==> src/design/tlnd_pkg.sv <==
`default_nettype none

package tlnd_pkg;

    // name width and the widest index / count the parameter range can need
    localparam int NAME_W = 64;
    localparam int IDX_W  = 6;   // up to 64 user cells
    localparam int CNT_W  = 7;   // counts 0..64

    // request codes (tuser on the input side)
    localparam logic [2:0] OP_CREATE_USER = 3'd0;
    localparam logic [2:0] OP_CREATE_FILE = 3'd1;
    localparam logic [2:0] OP_DELETE_FILE = 3'd2;
    localparam logic [2:0] OP_SEARCH_FILE = 3'd3;
    localparam logic [2:0] OP_LIST_FILES  = 3'd4;

    // status codes (tuser on the result side)
    localparam logic [2:0] ST_OK             = 3'd0;
    localparam logic [2:0] ST_USER_EXISTS    = 3'd1;
    localparam logic [2:0] ST_USER_NOT_FOUND = 3'd2;
    localparam logic [2:0] ST_DIR_FULL       = 3'd3;
    localparam logic [2:0] ST_FILE_NOT_FOUND = 3'd4;
    localparam logic [2:0] ST_DIR_EMPTY      = 3'd5;
    localparam logic [2:0] ST_TABLE_FULL     = 3'd6;
    localparam logic [2:0] ST_UNUSED         = 3'd7;

    // lookup token walking the row of user cells
    typedef struct packed {
        logic              valid;
        logic              hit;
        logic [IDX_W-1:0]  idx;
        logic [CNT_W-1:0]  cnt;
        logic [NAME_W-1:0] name;
    } tok_t;

    // update broadcast from the controller to the cells
    typedef struct packed {
        logic              we;
        logic              new_user;
        logic [IDX_W-1:0]  idx;
        logic [CNT_W-1:0]  cnt;
        logic [NAME_W-1:0] name;
    } cell_wr_t;

    typedef enum logic [2:0] {
        S_IDLE,
        S_USCAN,
        S_FSCAN,
        S_MOVE_RD,
        S_MOVE_WR,
        S_LIST_RD,
        S_LIST_OUT,
        S_RESULT
    } state_t;

endpackage

`default_nettype wire

==> src/design/tlnd_cell.sv <==
`default_nettype none

module tlnd_cell
    import tlnd_pkg::*;
#(
    parameter int CELL_IDX = 0
) (
    input  wire logic     aclk,
    input  wire logic     aresetn,
    input  wire tok_t     tok_i,
    input  wire cell_wr_t wr_i,
    output tok_t          tok_o
);

    tok_t              tok_reg;
    tok_t              tok_next;
    logic              used_reg;
    logic [CNT_W-1:0]  cnt_reg;
    logic [NAME_W-1:0] name_reg;
    logic              wr_sel;

    assign wr_sel = wr_i.we && (wr_i.idx == IDX_W'(CELL_IDX));
    assign tok_o  = tok_reg;

    // first used cell with an equal name claims the token
    always_comb begin
        tok_next = tok_i;
        if (tok_i.valid && !tok_i.hit && used_reg && (name_reg == tok_i.name)) begin
            tok_next.hit = 1'b1;
            tok_next.idx = IDX_W'(CELL_IDX);
            tok_next.cnt = cnt_reg;
        end
    end

    always_ff @(posedge aclk) begin
        if (!aresetn) begin
            tok_reg  <= '0;
            used_reg <= 1'b0;
            cnt_reg  <= '0;
        end else begin
            tok_reg <= tok_next;
            if (wr_sel) begin
                cnt_reg <= wr_i.cnt;
                if (wr_i.new_user) begin
                    used_reg <= 1'b1;
                end
            end
        end
    end

    always_ff @(posedge aclk) begin
        if (wr_sel && wr_i.new_user) begin
            name_reg <= wr_i.name;
        end
    end

endmodule

`default_nettype wire

==> config.mk <==
export PLATFORM = sky130hd
export DESIGN_NAME = tlnd_cell
export DESIGN_NICKNAME = d
export VERILOG_FILES = /design/src/design/tlnd_pkg.sv /design/src/design/tlnd_cell.sv
export SDC_FILE = /design/constraint.sdc
export NUM_CORES = 1
export LEC_CHECK = 0
export BUFFER_PORTS_ARGS = -buffer_cell sky130_fd_sc_hd__buf_2
export CORE_MARGIN = 5
export CORE_UTILIZATION = 46
export CTS_CLUSTER_SIZE = 8
export DETAILED_ROUTE_END_ITERATION = 6
export PLACE_DENSITY = 0.79
export SLEW_MARGIN = 25
export SYNTH_ARGS = -nofsm -noshare
export SYNTH_HDL_FRONTEND = slang
export SYNTH_SLANG_ARGS = --single-unit
==> constraint.sdc <==
create_clock -name aclk -period 2.9 [get_ports aclk]
set_input_delay 0.29 -clock aclk [delete_from_list [all_inputs] [get_ports aclk]]
set_output_delay 0.29 -clock aclk [all_outputs]
set_load 0.05 [all_outputs]
==> out/qor.yml <==
path_clk_slew_ps: 60
ys_seq_elements: 151
intPower_uw: 4030
die_y_um: 116
synthMuxAreaShare_pct: 1.36
cpLargestDelayFamily: "simple AND/OR/NAND/NOR gates"
status: "finished with violations"
fmax_mhz: 440
clock_skew_ps: 12.5
cap_viol_max_count: 0
p_seq_share_pct: 43.3
worstPathArrival_ps: 2690
routedWlPerCell_um: 19.2
p_sw_share_pct: 24.0
dieArea_um2: 13400
relSlewSlack_pct: 62.8
drt_pass1_iterations: 7
routed_wl_um: 17300
drc_errors: 4
worstPathMaxFanout: 9
yosys-top-cells-area: "edfxtp_1, dfxtp_1, xnor2_1"
place_congestion: 0.792
start_kind: "input pin"
p_leak_uw: 0.00367
drt_iter0_markers: 266
slowest_stage: "dlygate4sd3_1"
synth_top_area_cell: "edfxtp_1"
nets: 902
irDropWorstVdd_uv: 406
critical_path_required_ps: 3310
hpwl_um: 9910
rows: 38
initial_core_util_pct: 47.2
synth_area_per_cell_um2: 14.0
p_comb_share_pct: 12.6
grt_max_degree: 66
worstSetupPathType: "in2reg"
num_vias: 4395
final_common_cell: "buf_2"
cts_buffers: 17
cts_root_buf: "clkbuf_8"
layout_common_cells: "buf_2, dlygate4sd3_1, dfxtp_1, and2_1, edfxtp_1"
nFillCells: 594
end_kind: "register"
clockPowerShare_pct: 44.1
ioPinCount: 239
yosysWarnings: 0
antenna_found_initial: 1
finalPower_uw: 5300
multiInputGateArea_um2: 1430
yosysSeqAreaShare_pct: 71.2
portBuffers: 238
drive_gt1_share_pct: 36.3
seqCellArea_um2: 3660
setup_viol: 0
fin_area_um2: 8390
finalCritPeriodShare_pct: 78.4
p_sw_uw: 1270
syn_nets: 528
grt_pass1_vias: 4755
synth_fa_ha_area_share_pct: 0
grt_pass1_wl_um: 25800
rsz0062_at_grt: "false"
tightest_slew_ps: 553
post_cts_buffers: 0
grt_usage_pct: 26.4
netlist_area_um2: 5140
finalMaxSlewViolations: 0
synth_top_family_by_area: "simple AND/OR/NAND/NOR gates"
largest_reg_flops: 79
violations: "DRC"
syn2layout_area_growth_pct: 63.1
synth_xor_area_share_pct: 10.9
via_per_inst: 4.90
path_buf_inv: 2
hold_violations: 0
path_cells: "dlygate4sd3_1, buf_2, xnor2_1, nand4_1, nor4_1, and4_1, nand2_4, and3_1"
max_stage_delay_ps: 560
worstSkewPairLatency_ps: 530
synthSimpleGateAreaFrac_pct: 14.0
die_w_um: 116
ant_nets: 0
holdCritPathClass: "in2reg"
clock_sinks: 151
synth_cell_types: 24
rrSetupSlack_ps: 630
cts_tree: "built"
max-clock-path-buffers: 2
dpl_cell_area_um2: 6490
overflow: 0
core-area_um2: 10900
htreeDepth: 4
power_density_nw_per_um2: 632
synth_compound_area_share_pct: 1.46
post-route-min-period_ps: 2270
netlist_instances: 368
synth_top_area_share_pct: 37.4
tns_ps: 0
[layer usage]
metal  track usage (%)  vias up  wire length [um]
li1                  -     2018                 -
met1              28.3     2049              5900
met2              47.5      283              9010
met3              7.94       45              1760
met4              12.6        0               583
met5                 0        -                 0
[worst paths after layout]
| check | startpoint | end | depth (start not counted) |
|---|---|---|---|
| worst min register to register | cnt_reg[4] | tok_o[68] | 2 |
| worst min-delay path | tok_i[5] | tok_o[5] | 2 |
| worst max register to register | name_reg[46] | tok_o[74] | 6 |
| worst max-delay path | tok_i[59] | tok_o[74] | 8 |
[worst register-to-register path, cell delays in order (launching register included)]
cell and delay, ps:
edfxtp_1 430, xnor2_1 300, nand4_1 210, nor4_1 370, and4_1 540, nand2_4 110, and3_1 210
[per-stage QoR]
stage | setup slack, ps | hold WS, ps | utilization (%) | std cells
after floorplan | 215 | 389 | - | 368
after global placement | 807 | 457 | 59.6 | 737
after detailed placement | 686 | 461 | 59.6 | 737
after CTS | 688 | 1.36 | 77.0 | 895
after global routing | 480 | 2.39 | 77.0 | 896
final | 626 | 12.4 | 77.0 | 897
[cells in the mapped netlist]
master	n
nand2_1	2
nor4b_1	1
and2_1	64
nand4_1	15
clkbuf_1	9
nor4_1	4
nand3_1	7
and4_1	2
inv_1	1
buf_4	1
nor2_1	12
buf_6	1
mux2i_1	7
a21oi_1	8
xnor2_1	52
xor2_1	12
o21ai_0	7
and2_2	1
nand2_4	1
dfxtp_1	87
edfxtp_1	64
and3_1	7
nor3_1	2
nor4_2	1
[what timing repair did]
action	CTS	global route
endpoints found under the hold margin	126	0
resized for setup	0	0
hold buffers	126	0
[power groups by stage]
stage                     registers, uW  clock network, uW  logic, uW
after CTS                          2290               2320        643
after global placement             2340                  0        497
after global routing               2300               2460        702
final                              2300               2340        666
after floorplan                    2550                  0       93.6
after detailed placement           2340                  0        506
[cell families after synthesis]
family,after synthesis
AO/OA/AOI/OAI,15
AND/OR/NAND/NOR,119
XOR/XNOR,64
buffers and inverters,12
multiplexers,7
flip-flops,151
[cell type report]
type                    count  area share (%)
flip-flops and latches    151            43.7
well taps                 140            2.09
inverters                   1          0.0448
repair buffers            366            29.6
clock inverters             9            1.61
multi-input cells         205            17.0
diodes                      2          0.0597
clock buffers              23            5.95
Power figures use the tool's default switching activity.
